<file path="src/hw/rtl/pia_pkg.sv">
// Shared types and codes for the peripheral interface adapter.
// No dependencies; compile this file first.
package pia_pkg;

   typedef logic [7:0] byte_type;
   typedef logic [2:0] opcode_type;
   typedef logic [1:0] reg_sel_type;
   typedef logic [3:0] upd_mask_type;

   // Request operations.
   localparam opcode_type OP_READ    = 3'd0;
   localparam opcode_type OP_WRITE   = 3'd1;
   localparam opcode_type OP_SET_CA1 = 3'd2;
   localparam opcode_type OP_SET_CA2 = 3'd3;
   localparam opcode_type OP_SET_CB1 = 3'd4;
   localparam opcode_type OP_SET_CB2 = 3'd5;

   // Register addresses.
   localparam reg_sel_type RS_PORT_A = 2'd0;
   localparam reg_sel_type RS_CTRL_A = 2'd1;
   localparam reg_sel_type RS_PORT_B = 2'd2;
   localparam reg_sel_type RS_CTRL_B = 2'd3;

   // Control register bit positions.
   localparam int CR_IRQ1     = 7;
   localparam int CR_IRQ2     = 6;
   localparam int CR_L2_OUT   = 5;
   localparam int CR_L2_MAN   = 4;
   localparam int CR_L2_LVL   = 3;
   localparam int CR_DATA_SEL = 2;
   localparam int CR_L1_EDGE  = 1;

   // Control bits 5..3 that select the pulse strobe mode on line 2.
   localparam logic [2:0] L2_STROBE_MODE = 3'b101;

   // Line level positions.
   localparam int LN_CA1 = 0;
   localparam int LN_CA2 = 1;
   localparam int LN_CB1 = 2;
   localparam int LN_CB2 = 3;

   // Sticky event flag positions.
   localparam int EV_CA2_CHG = 0;
   localparam int EV_CB2_CHG = 1;
   localparam int EV_CA2_STB = 2;
   localparam int EV_CB2_STB = 3;
   localparam int EV_UPD_CA2 = 4;
   localparam int EV_UPD_CB2 = 5;
   localparam int EV_UPD_PA  = 6;
   localparam int EV_UPD_PB  = 7;

endpackage

</file>
<file path="src/hw/rtl/pia_req_if.sv">
// Request channel of the peripheral interface adapter: valid/ready plus payload.
// Depends on pia_pkg.
interface pia_req_if
   import pia_pkg::*;
();
   logic        valid;
   logic        ready;
   opcode_type  opcode;
   reg_sel_type reg_select;
   byte_type    data_in;
   byte_type    port_a_pins;
   byte_type    port_b_pins;

   modport source (output valid, opcode, reg_select, data_in, port_a_pins, port_b_pins,
                   input ready);
   modport sink   (input valid, opcode, reg_select, data_in, port_a_pins, port_b_pins,
                   output ready);
endinterface

</file>
<file path="src/hw/rtl/pia_rsp_if.sv">
// Response channel of the peripheral interface adapter: valid/ready plus payload.
// Depends on pia_pkg.
interface pia_rsp_if
   import pia_pkg::*;
();
   logic         valid;
   logic         ready;
   byte_type     read_data;
   byte_type     port_a_out;
   byte_type     port_b_out;
   byte_type     port_a_toggled;
   byte_type     port_b_toggled;
   logic         ca2_level;
   logic         cb2_level;
   logic         ca2_flipped;
   logic         cb2_flipped;
   logic         ca2_strobe;
   logic         cb2_strobe;
   upd_mask_type updated_mask;

   modport source (output valid, read_data, port_a_out, port_b_out, port_a_toggled,
                   port_b_toggled, ca2_level, cb2_level, ca2_flipped, cb2_flipped,
                   ca2_strobe, cb2_strobe, updated_mask,
                   input ready);
   modport sink   (input valid, read_data, port_a_out, port_b_out, port_a_toggled,
                   port_b_toggled, ca2_level, cb2_level, ca2_flipped, cb2_flipped,
                   ca2_strobe, cb2_strobe, updated_mask,
                   output ready);
endinterface

</file>
<file path="src/hw/rtl/peripheral_interface_adapter.sv">
// Two-port parallel interface adapter (depends on pia_pkg, pia_req_if, pia_rsp_if).
// Each request is a bus read or write of one of four registers, or a level change on
// CA1, CA2, CB1 or CB2; each request produces exactly one response, in the cycle after it
// is accepted. The block takes one request every clock cycle: the register state is
// updated in the accepting cycle and the response sits in a single output register,
// so a new request is taken whenever that register is empty or is being drained.
// The response carries the read byte, both output registers and the sticky flags.
module peripheral_interface_adapter
   import pia_pkg::*;
(
   input  logic     clock,
   input  logic     reset,
   pia_req_if.sink  req_chan,
   pia_rsp_if.source rsp_chan
);

   byte_type   ctrl_a_ff, ctrl_a_in, ctrl_b_ff, ctrl_b_in;
   byte_type   dir_a_ff, dir_a_in, dir_b_ff, dir_b_in;
   byte_type   out_a_ff, out_a_in, out_b_ff, out_b_in;
   byte_type   tog_a_ff, tog_a_in, tog_b_ff, tog_b_in;
   byte_type   events_ff, events_in;
   logic [3:0] lines_ff, lines_in;
   logic [1:0] pins2_ff, pins2_in;
   byte_type   read_byte;
   logic       level;
   logic       req_fire;
   logic       rsp_valid_ff;

   assign req_chan.ready = !rsp_valid_ff || rsp_chan.ready;
   assign req_fire       = req_chan.valid && req_chan.ready;
   assign level          = |req_chan.data_in;

   always_comb begin
      ctrl_a_in = ctrl_a_ff;
      ctrl_b_in = ctrl_b_ff;
      dir_a_in  = dir_a_ff;
      dir_b_in  = dir_b_ff;
      out_a_in  = out_a_ff;
      out_b_in  = out_b_ff;
      tog_a_in  = tog_a_ff;
      tog_b_in  = tog_b_ff;
      events_in = events_ff;
      lines_in  = lines_ff;
      pins2_in  = pins2_ff;
      read_byte = '0;
      case (req_chan.opcode)
         OP_READ: begin
            events_in[EV_CA2_STB] = 1'b0;
            case (req_chan.reg_select)
               RS_PORT_A: begin
                  if (ctrl_a_ff[CR_DATA_SEL]) begin
                     // Port A pins are not masked by the direction register.
                     read_byte = (out_a_ff & dir_a_ff) | req_chan.port_a_pins;
                     ctrl_a_in[CR_IRQ1] = 1'b0;
                     ctrl_a_in[CR_IRQ2] = 1'b0;
                     if (ctrl_a_ff[5:3] == L2_STROBE_MODE) begin
                        events_in[EV_CA2_STB] = 1'b1;
                     end
                  end else begin
                     read_byte = dir_a_ff;
                  end
               end
               RS_CTRL_A: read_byte = ctrl_a_ff;
               RS_PORT_B: begin
                  if (ctrl_b_ff[CR_DATA_SEL]) begin
                     read_byte = (out_b_ff & dir_b_ff) | (req_chan.port_b_pins & ~dir_b_ff);
                     ctrl_b_in[CR_IRQ1] = 1'b0;
                     ctrl_b_in[CR_IRQ2] = 1'b0;
                  end else begin
                     read_byte = dir_b_ff;
                  end
               end
               default: read_byte = ctrl_b_ff;
            endcase
         end
         OP_WRITE: begin
            tog_a_in  = '0;
            tog_b_in  = '0;
            events_in = '0;
            events_in[EV_CA2_STB] = events_ff[EV_CA2_STB];
            case (req_chan.reg_select)
               RS_PORT_A: begin
                  if (ctrl_a_ff[CR_DATA_SEL]) begin
                     events_in[EV_UPD_PA] = 1'b1;
                     tog_a_in = out_a_ff ^ req_chan.data_in;
                     out_a_in = req_chan.data_in;
                  end else begin
                     dir_a_in = req_chan.data_in;
                  end
               end
               RS_CTRL_A: begin
                  ctrl_a_in = {ctrl_a_ff[7:6], req_chan.data_in[5:0]};
                  // Line 2 follows the control word, takes the pin level, or holds.
                  if (ctrl_a_in[CR_L2_OUT]) begin
                     if (ctrl_a_in[CR_L2_MAN]) begin
                        events_in[EV_UPD_CA2] = 1'b1;
                        lines_in[LN_CA2] = ctrl_a_in[CR_L2_LVL];
                        if (ctrl_a_in[CR_L2_LVL] != lines_ff[LN_CA2]) begin
                           events_in[EV_CA2_CHG] = 1'b1;
                        end
                     end
                  end else begin
                     lines_in[LN_CA2] = pins2_ff[0];
                     if (pins2_ff[0] != lines_ff[LN_CA2]) begin
                        events_in[EV_CA2_CHG] = 1'b1;
                        events_in[EV_UPD_CA2] = 1'b1;
                     end
                  end
               end
               RS_PORT_B: begin
                  if (ctrl_b_ff[CR_DATA_SEL]) begin
                     events_in[EV_UPD_PB] = 1'b1;
                     tog_b_in = out_b_ff ^ req_chan.data_in;
                     out_b_in = req_chan.data_in;
                     if (ctrl_b_ff[5:3] == L2_STROBE_MODE) begin
                        events_in[EV_CB2_STB] = 1'b1;
                     end
                  end else begin
                     dir_b_in = req_chan.data_in;
                  end
               end
               default: begin
                  ctrl_b_in = {ctrl_b_ff[7:6], req_chan.data_in[5:0]};
                  if (ctrl_b_in[CR_L2_OUT]) begin
                     if (ctrl_b_in[CR_L2_MAN]) begin
                        events_in[EV_UPD_CB2] = 1'b1;
                        lines_in[LN_CB2] = ctrl_b_in[CR_L2_LVL];
                        if (ctrl_b_in[CR_L2_LVL] != lines_ff[LN_CB2]) begin
                           events_in[EV_CB2_CHG] = 1'b1;
                        end
                     end
                  end else begin
                     lines_in[LN_CB2] = pins2_ff[1];
                     if (pins2_ff[1] != lines_ff[LN_CB2]) begin
                        events_in[EV_CB2_CHG] = 1'b1;
                        events_in[EV_UPD_CB2] = 1'b1;
                     end
                  end
               end
            endcase
         end
         OP_SET_CA1: begin
            if (level != lines_ff[LN_CA1]) begin
               lines_in[LN_CA1] = level;
               if (ctrl_a_ff[CR_L1_EDGE] == level) begin
                  ctrl_a_in[CR_IRQ1] = 1'b1;
               end
            end
         end
         OP_SET_CA2: begin
            pins2_in[0] = level;
            if (level != lines_ff[LN_CA2]) begin
               lines_in[LN_CA2] = level;
               if (ctrl_a_ff[CR_L2_MAN] == level) begin
                  ctrl_a_in[CR_IRQ2] = 1'b1;
               end
            end
         end
         OP_SET_CB1: begin
            if (level != lines_ff[LN_CB1]) begin
               lines_in[LN_CB1] = level;
               if (ctrl_b_ff[CR_L1_EDGE] == level) begin
                  ctrl_b_in[CR_IRQ1] = 1'b1;
               end
            end
         end
         OP_SET_CB2: begin
            pins2_in[1] = level;
            if (level != lines_ff[LN_CB2]) begin
               lines_in[LN_CB2] = level;
               if (ctrl_b_ff[CR_L2_MAN] == level) begin
                  ctrl_b_in[CR_IRQ2] = 1'b1;
               end
            end
         end
         default: begin
         end
      endcase
   end

   always_ff @(posedge clock) begin
      if (reset) begin
         ctrl_a_ff    <= '0;
         ctrl_b_ff    <= '0;
         dir_a_ff     <= '0;
         dir_b_ff     <= '0;
         out_a_ff     <= '0;
         out_b_ff     <= '0;
         tog_a_ff     <= '0;
         tog_b_ff     <= '0;
         events_ff    <= '0;
         lines_ff     <= '0;
         pins2_ff     <= 2'b11;
         rsp_valid_ff <= 1'b0;
      end else begin
         if (req_fire) begin
            ctrl_a_ff <= ctrl_a_in;
            ctrl_b_ff <= ctrl_b_in;
            dir_a_ff  <= dir_a_in;
            dir_b_ff  <= dir_b_in;
            out_a_ff  <= out_a_in;
            out_b_ff  <= out_b_in;
            tog_a_ff  <= tog_a_in;
            tog_b_ff  <= tog_b_in;
            events_ff <= events_in;
            lines_ff  <= lines_in;
            pins2_ff  <= pins2_in;
         end
         if (req_fire) begin
            rsp_valid_ff <= 1'b1;
         end else if (rsp_chan.ready) begin
            rsp_valid_ff <= 1'b0;
         end
      end
   end

   // Response payload register; loaded only when a request is accepted.
   always_ff @(posedge clock) begin
      if (req_fire) begin
         rsp_chan.read_data      <= read_byte;
         rsp_chan.port_a_out     <= out_a_in;
         rsp_chan.port_b_out     <= out_b_in;
         rsp_chan.port_a_toggled <= tog_a_in;
         rsp_chan.port_b_toggled <= tog_b_in;
         rsp_chan.ca2_level      <= lines_in[LN_CA2];
         rsp_chan.cb2_level      <= lines_in[LN_CB2];
         rsp_chan.ca2_flipped    <= events_in[EV_CA2_CHG];
         rsp_chan.cb2_flipped    <= events_in[EV_CB2_CHG];
         rsp_chan.ca2_strobe     <= events_in[EV_CA2_STB];
         rsp_chan.cb2_strobe     <= events_in[EV_CB2_STB];
         rsp_chan.updated_mask   <= events_in[EV_UPD_PB:EV_UPD_CA2];
      end
   end

   assign rsp_chan.valid = rsp_valid_ff;

   a_fire_gives_rsp: assert property (@(posedge clock) disable iff (reset)
      req_fire |=> rsp_chan.valid)
      else $error("accepted request did not produce a response");

   a_nonread_zero: assert property (@(posedge clock) disable iff (reset)
      req_fire && req_chan.opcode != OP_READ |=> rsp_chan.read_data == '0)
      else $error("read_data nonzero for a request that is not a read");

   a_change_implies_update: assert property (@(posedge clock) disable iff (reset)
      rsp_chan.valid |-> (!rsp_chan.ca2_flipped || rsp_chan.updated_mask[0]) &&
                         (!rsp_chan.cb2_flipped || rsp_chan.updated_mask[1]))
      else $error("line 2 change flagged without its update bit");

   a_toggle_implies_update: assert property (@(posedge clock) disable iff (reset)
      rsp_chan.valid |-> (rsp_chan.port_a_toggled == '0 || rsp_chan.updated_mask[2]) &&
                         (rsp_chan.port_b_toggled == '0 || rsp_chan.updated_mask[3]))
      else $error("port toggle mask set without its update bit");

endmodule
</file>
<file path="src/flat_wrapper.sv">
// flat-port wrapper written by rule: the top's interface ports become plain ports
module peripheral_interface_adapter_flat import pia_pkg::*;
  (clock, reset, req_chan_valid, req_chan_opcode, req_chan_reg_select, req_chan_data_in, req_chan_port_a_pins, req_chan_port_b_pins, req_chan_ready, rsp_chan_valid, rsp_chan_read_data, rsp_chan_port_a_out, rsp_chan_port_b_out, rsp_chan_port_a_toggled, rsp_chan_port_b_toggled, rsp_chan_ca2_level, rsp_chan_cb2_level, rsp_chan_ca2_flipped, rsp_chan_cb2_flipped, rsp_chan_ca2_strobe, rsp_chan_cb2_strobe, rsp_chan_updated_mask, rsp_chan_ready);
  pia_req_if req_chan_i ();
  pia_rsp_if rsp_chan_i ();
  input  logic clock;
  input  logic reset;
  input wire logic [$bits(req_chan_i.valid)-1:0] req_chan_valid;
  input wire logic [$bits(req_chan_i.opcode)-1:0] req_chan_opcode;
  input wire logic [$bits(req_chan_i.reg_select)-1:0] req_chan_reg_select;
  input wire logic [$bits(req_chan_i.data_in)-1:0] req_chan_data_in;
  input wire logic [$bits(req_chan_i.port_a_pins)-1:0] req_chan_port_a_pins;
  input wire logic [$bits(req_chan_i.port_b_pins)-1:0] req_chan_port_b_pins;
  output wire logic [$bits(req_chan_i.ready)-1:0] req_chan_ready;
  output wire logic [$bits(rsp_chan_i.valid)-1:0] rsp_chan_valid;
  output wire logic [$bits(rsp_chan_i.read_data)-1:0] rsp_chan_read_data;
  output wire logic [$bits(rsp_chan_i.port_a_out)-1:0] rsp_chan_port_a_out;
  output wire logic [$bits(rsp_chan_i.port_b_out)-1:0] rsp_chan_port_b_out;
  output wire logic [$bits(rsp_chan_i.port_a_toggled)-1:0] rsp_chan_port_a_toggled;
  output wire logic [$bits(rsp_chan_i.port_b_toggled)-1:0] rsp_chan_port_b_toggled;
  output wire logic [$bits(rsp_chan_i.ca2_level)-1:0] rsp_chan_ca2_level;
  output wire logic [$bits(rsp_chan_i.cb2_level)-1:0] rsp_chan_cb2_level;
  output wire logic [$bits(rsp_chan_i.ca2_flipped)-1:0] rsp_chan_ca2_flipped;
  output wire logic [$bits(rsp_chan_i.cb2_flipped)-1:0] rsp_chan_cb2_flipped;
  output wire logic [$bits(rsp_chan_i.ca2_strobe)-1:0] rsp_chan_ca2_strobe;
  output wire logic [$bits(rsp_chan_i.cb2_strobe)-1:0] rsp_chan_cb2_strobe;
  output wire logic [$bits(rsp_chan_i.updated_mask)-1:0] rsp_chan_updated_mask;
  input wire logic [$bits(rsp_chan_i.ready)-1:0] rsp_chan_ready;
  assign req_chan_i.valid = req_chan_valid;
  assign req_chan_i.opcode = req_chan_opcode;
  assign req_chan_i.reg_select = req_chan_reg_select;
  assign req_chan_i.data_in = req_chan_data_in;
  assign req_chan_i.port_a_pins = req_chan_port_a_pins;
  assign req_chan_i.port_b_pins = req_chan_port_b_pins;
  assign req_chan_ready = req_chan_i.ready;
  assign rsp_chan_valid = rsp_chan_i.valid;
  assign rsp_chan_read_data = rsp_chan_i.read_data;
  assign rsp_chan_port_a_out = rsp_chan_i.port_a_out;
  assign rsp_chan_port_b_out = rsp_chan_i.port_b_out;
  assign rsp_chan_port_a_toggled = rsp_chan_i.port_a_toggled;
  assign rsp_chan_port_b_toggled = rsp_chan_i.port_b_toggled;
  assign rsp_chan_ca2_level = rsp_chan_i.ca2_level;
  assign rsp_chan_cb2_level = rsp_chan_i.cb2_level;
  assign rsp_chan_ca2_flipped = rsp_chan_i.ca2_flipped;
  assign rsp_chan_cb2_flipped = rsp_chan_i.cb2_flipped;
  assign rsp_chan_ca2_strobe = rsp_chan_i.ca2_strobe;
  assign rsp_chan_cb2_strobe = rsp_chan_i.cb2_strobe;
  assign rsp_chan_updated_mask = rsp_chan_i.updated_mask;
  assign rsp_chan_i.ready = rsp_chan_ready;
  peripheral_interface_adapter u_core (.clock(clock), .reset(reset), .req_chan(req_chan_i), .rsp_chan(rsp_chan_i));
endmodule
</file>
<file path="config.mk">
export PLATFORM = sky130hd
export DESIGN_NAME = peripheral_interface_adapter_flat
export DESIGN_NICKNAME = d
export VERILOG_FILES = /design/src/hw/rtl/pia_pkg.sv /design/src/hw/rtl/pia_req_if.sv /design/src/hw/rtl/pia_rsp_if.sv /design/src/hw/rtl/peripheral_interface_adapter.sv /design/src/flat_wrapper.sv
export SDC_FILE = /design/constraint.sdc
export NUM_CORES = 1
export LEC_CHECK = 0
export BUFFER_PORTS_ARGS = -buffer_cell sky130_fd_sc_hd__buf_2
export CAP_MARGIN = 40
export CORE_ASPECT_RATIO = 0.8
export CORE_MARGIN = 2
export CORE_UTILIZATION = 50
export CTS_BUF_LIST = sky130_fd_sc_hd__clkbuf_8 sky130_fd_sc_hd__clkbuf_16
export CTS_CLUSTER_SIZE = 14
export DETAILED_ROUTE_END_ITERATION = 8
export GPL_ROUTABILITY_DRIVEN = 0
export HOLD_SLACK_MARGIN = 0.03
export PLACE_DENSITY_LB_ADDON = 0.05
export SLEW_MARGIN = 5
export SYNTH_ARGS = -nofsm -noshare
export SYNTH_HDL_FRONTEND = slang
export SYNTH_SLANG_ARGS = --single-unit
</file>
<file path="constraint.sdc">
create_clock -name clock -period 6.8 [get_ports clock]
set_input_delay 0 -clock clock [delete_from_list [all_inputs] [get_ports clock]]
set_output_delay 0 -clock clock [all_outputs]
set_load 0.05 [all_outputs]
</file>
# == Word level (Yosys, flattened, before mapping) ==
# Cells that the tools add are included.
# word_totals
ff_bits,129
in_bits,33
wordCells,171
out_inout_bits,52
# op_classes
n_reduce_logical,24
bitwise,12
muxes,71
eq_ne,33
# ops
cell,count
$mux W8,14
$mux W1,44
$reduce_and A7 Y1,4
$and A8 B8 Y8,3
$pmux W8 S3,1
$ne A2 B1 Y1 const B,10
$or A8 B8 Y8,2
$xor A8 B8 Y8,2
$eq A3 B3 Y1 const B,4
$pmux W1 S3,4
$reduce_and A3 Y1,4
$mux W2,5
$reduce_bool A2 Y1,5
$ne A1 B1 Y1,8
$not A8 Y8,1
$reduce_and A4 Y1,2
$reduce_or A8 Y1,1
$eq A3 B2 Y1 const B,2
$mux W5,1
$eq A1 B1 Y1,4
$ne A2 B2 Y1 const B,2
$not A1 Y1,4
$pmux W1 S2,2
$reduce_and A2 Y1,2
other kinds (9),9

# == Longest topological paths before layout ==
# depth
depth_word,6
depth_mapped,8
depth_no_buf,7

# == Least setup slack after synthesis ==
# OpenSTA, ideal clock, no wires.
# synth_path
kind,register to register
from,reg u_core.rsp_valid_ff (netlist: u_core.rsp_chan.valid)
to,reg u_core.ctrl_b_ff[6]
stages_incl_launch_ff,8
path_slack_ns,3.413
period_less_slack_ns,3.387
path_buffers,1
t_arrival_ns,3.267
required_time_ns,6.680
path_cell_list,dfxtp_1 -> nor2b_1 -> inv_2 -> nand2_1 -> inv_1 -> clkbuf_1 -> a21oi_1 -> a211o_1
# synth_via
elab_chain_len,4
# synth_rtl
item,line_no,source
"start, declared",peripheral_interface_adapter.sv:27,logic rsp_valid_ff;
"start signal, assigned",peripheral_interface_adapter.sv:194,rsp_valid_ff <= 1'b0;
"start signal, assigned",peripheral_interface_adapter.sv:210,rsp_valid_ff <= 1'b1;
"start signal, assigned",peripheral_interface_adapter.sv:212,rsp_valid_ff <= 1'b0;
$logic_not A1 Y1,peripheral_interface_adapter.sv:29,assign req_chan.ready = !rsp_valid_ff || rsp_chan.ready;
$logic_or A1 B1 Y1,peripheral_interface_adapter.sv:29,
named net req_chan_ready,flat_wrapper.sv:14,output wire logic [$bits(req_chan_i.ready)-1:0] req_chan_ready;
$logic_and A1 B1 Y1,peripheral_interface_adapter.sv:30,assign req_fire = req_chan.valid && req_chan.ready;
named net u_core.req_fire,peripheral_interface_adapter.sv:26,logic req_fire;
$reduce_and A7 Y1 (no line),--,
"end signal, assigned",peripheral_interface_adapter.sv:198,ctrl_b_ff <= ctrl_b_in;
"end, declared",peripheral_interface_adapter.sv:17,"byte_type ctrl_a_ff, ctrl_a_in, ctrl_b_ff, ctrl_b_in;"
# The timed path passes the listed nets, and every way through them passes these cells.
# A chain may end at the register's enable or synchronous reset.

# == Final worst setup path ==
# layout_path
from,in req_chan_data_in[4]
to,reg u_core.ctrl_b_ff[6]
# layout_via
elab_chain_len,4
# layout_rtl
item,line_no,source
"start, declared",flat_wrapper.sv:11,input wire logic [$bits(req_chan_i.data_in)-1:0] req_chan_data_in;
$reduce_or A8 Y1 *,peripheral_interface_adapter.sv:31,assign level = |req_chan.data_in;
named net u_core.level,peripheral_interface_adapter.sv:25,logic level;
$ne A1 B1 Y1 / $eq A1 B1 Y1 (equally long branches),"peripheral_interface_adapter.sv:169, peripheral_interface_adapter.sv:171",
$ne A2 B1 Y1 (no line),--,
$reduce_and A7 Y1 (no line) *,--,
# The timed path passes the listed nets; every way through them passes the cells marked *.

==> results by group <==
Critical path
  • Crit start category: primary input
  • Worst setup path endpoint: u_core.ctrl_b_ff[6]$_SDFFE_PP0P_
  • Critical-path cell list: dlygate4sd3_1, buf_2, nor4_1, nand2_1, ha_1, nor4bb_1, nand4b_1, and3_1, a211o_1
  • Reg2reg end: u_core.out_a_ff[4]$_SDFFE_PP0N_
  • CP endpoint kind: flop
  • Crit path from: req_chan_data_in[4]
  • Req. time, crit path: 7.12 ns
  • Crit-path slowest cell: nor4_1
  • CP arrival: 3.39 ns
  • R2R cell count: 4
  • Setup slack, reg-to-reg: 4.28 ns
  • Max incr delay on CP: 0.83 ns
  • Critical path type: primary input to flop
  • Worst R2R Start: u_core.ctrl_a_ff[2]$_SDFFE_PP0P_
  • Crit Path Max Fanout: 12

Cells and area
  • Share of cells above drive strength 1: 0.229
  • Most frequent cells in the layout: 84 x buf_2, 79 x dfxtp_1, 59 x nor2_1
  • Ant. Diodes: 0
  • Layout Area Growth over Synthesis: 20.3%
  • Commonest non-fill, non-tap cell in the layout: buf_2
  • Nets: 676

Routing
  • Met1 Wirelength: 7430 um
  • Drt pass-1 iters: 5
  • Initial DRC count: 493
  • DR vias: 4824
  • Wire per inst: 20.1 um
  • Total Wirelength: 16100 um
  • Met3 wire length: 1330 um
  • # DRC: 0
  • Top Metal Used: met4
  • Met2 wire len: 7030 um
  • Post-route ant nets: 0
  • Vias/cell: 6.03

Die
  • Die span in x: 126 um
  • Placeable core region: 0.0115 mm2
  • Die height: 101 um
  • # rows: 35
  • Top-Level Pins: 85
  • Starting Density: 0.514
  • Die area: 0.0127 mm2

CTS
  • Clk sinks: 129
  • Clk Latency, worst-skew pair: 0.43 ns
  • Root buffer cell: clkbuf_16
  • Max clock buf depth: 2
  • Worst-path clk slew: 0.07 ns
  • CTS buffer count: 17
  • Htree depth: 4
  • CTS tree: yes

Synth
  • Post-synth top flop: dfxtp_1
  • Post-synthesis cell count: 566
  • Syn nets: 603
  • Register area share after synthesis: 0.521
  • Syn Std Cell Area: 0.00592 mm2
  • Post-synth EDFFs: 50
  • Avg Cell Area, Syn: 10.5 um2
  • Seq cells post-synth: 129
  • Yosys warns: 0
  • Yosys cell types: 61
  • Async set-reset flop share out of synthesis: 0

Global routing
  • Vias in the first global route: 4492
  • Largest net degree at the start of global routing: 68
  • First-pass GRT wire length: 25000 um
  • Antenna violations before repair: 0
  • GR Overflow Total: 0
  • Gr usage total: 0.259

Power
  • Tot Pwr: 2.07 mW
  • Leak: 3.11 nW
  • Pwr/cell area: 290 mW/mm2
  • VDD IR max: 169 uV

STA
  • Actual slew at the worst max-slew pin: 0.918 ns
  • TNS Setup: 0 ns
  • Slew Limit Fails: 0
  • Peak Freq: 0.326 GHz
  • Finish-stage setup viols: 0
  • Count of final hold-check violations: 0
  • RSZ-0062 raised after global routing: no
  • Final period utilization: 0.452
  • Tmin final: 3.07 ns
  • Slew margin rel.: 0.382
  • Setup Skew: 0.0115 ns

Status
  • Status: finished clean

Placement
  • Placed wire-length estimate: 10600 um
  • PortBufs: 84

Min path
  • Worst Hold Class: primary input to flop

Job
  • Total of max-cap violations: 0
[cells by family after synthesis]
logic type | count (synthesis) | synth area share
flip-flops | 129 | 0.521
AO/OA/AOI/OAI | 141 | 0.171
adder cells (fa/ha/maj) | 4 | 0.00845
AND/OR/NAND/NOR | 166 | 0.145
multiplexers | 48 | 0.0845
buffers and inverters | 58 | 0.0410
XOR/XNOR | 20 | 0.0296
[layer usage]
layer / track usage / up-vias
met5: 0 / -
met4: 0.0906 / 0
met3: 0.0666 / 27
met2: 0.383 / 212
met1: 0.371 / 2352
li1: - / 2233
[final cells by class]
| class | instances | area [um2] |
|---|---|---|
| Multi-Input combinational cell | 379 | 2590 |
| Timing Repair Buffer | 98 | 552 |
| Inverter | 14 | 52.6 |
| Clock buffer | 21 | 480 |
| Sequential cell | 129 | 3080 |
| Tap cell | 148 | 185 |
| Clock inverter | 11 | 174 |
| Fill cell | 981 | 4400 |
[worst max-delay path: cells and delay by family]
family	cells	cell delay (ns)
buffers and inverters	2	0.75
adders and majority gates	1	0.39
and+or+nand+nor	5	1.97
AOI/OAI and AO/OA	1	0.26
[report_power, final]
part	internal (mW)	switching (mW)	total [mW]
clock network	0.655	0.351	1.01
registers	0.832	0.0150	0.847
logic	0.0598	0.155	0.215
total	1.55	0.521	2.07
[timing repair]
action                                 4_1_cts  5_1_grt
resized for setup                            0        0
buffers inserted                             0        0
endpoints found under the hold margin       17        0
hold buffers                                 6        0
[cell usage after synthesis, types with 11 or more instances]
master,instances,share of area
a21oi_1,31,0.026
buf_2,11,0.0093
clkbuf_1,28,0.018
dfxtp_1,79,0.27
edfxtp_1,50,0.25
inv_1,13,0.0082
mux2_2,16,0.030
mux2i_1,32,0.054
nand2_1,35,0.022
nand2b_1,21,0.022
nor2_1,59,0.037
o211a_1,14,0.024
o21ai_0,21,0.018
[how the worst min path moves through the flow]
| stage | start | depth (start not counted) | endpoint | slack [ns] |
|---|---|---|---|---|
| 3_3_place_gp | req_chan_data_in[7] | 3 | u_core.out_a_ff[7]$_SDFFE_PP0N_ | 0.35 |
| 5_1_grt | req_chan_data_in[3] | 3 | u_core.ctrl_a_ff[3]$_SDFFE_PP0P_ | 0.06 |
| 6_report | req_chan_data_in[3] | 3 | u_core.dir_b_ff[3]$_SDFFE_PP0P_ | 0.06 |
| 2_1_floorplan | reset | 2 | u_core.out_a_ff[0]$_SDFFE_PP0N_ | 0.22 |
| 3_5_place_dp | req_chan_data_in[7] | 3 | u_core.out_a_ff[7]$_SDFFE_PP0N_ | 0.36 |
| 4_1_cts | req_chan_opcode[2] | 3 | u_core.pins2_ff[1]$_SDFFE_PP1P_ | 0.05 |
[through the flow]
step                      cell area, um2   util  cells  worst slack [ns]  hold slack (ns)
after floorplan                     5920      -    566              3.41            0.216
after global placement              6370  0.553    759              4.13            0.353
after detailed placement            6410  0.556    762              3.94            0.363
after CTS                           7120  0.618    800              3.80           0.0454
after global routing                7120  0.618    800              3.65           0.0617
final                               7120  0.618    800              3.73           0.0602
Power figures use the tool's default switching activity.
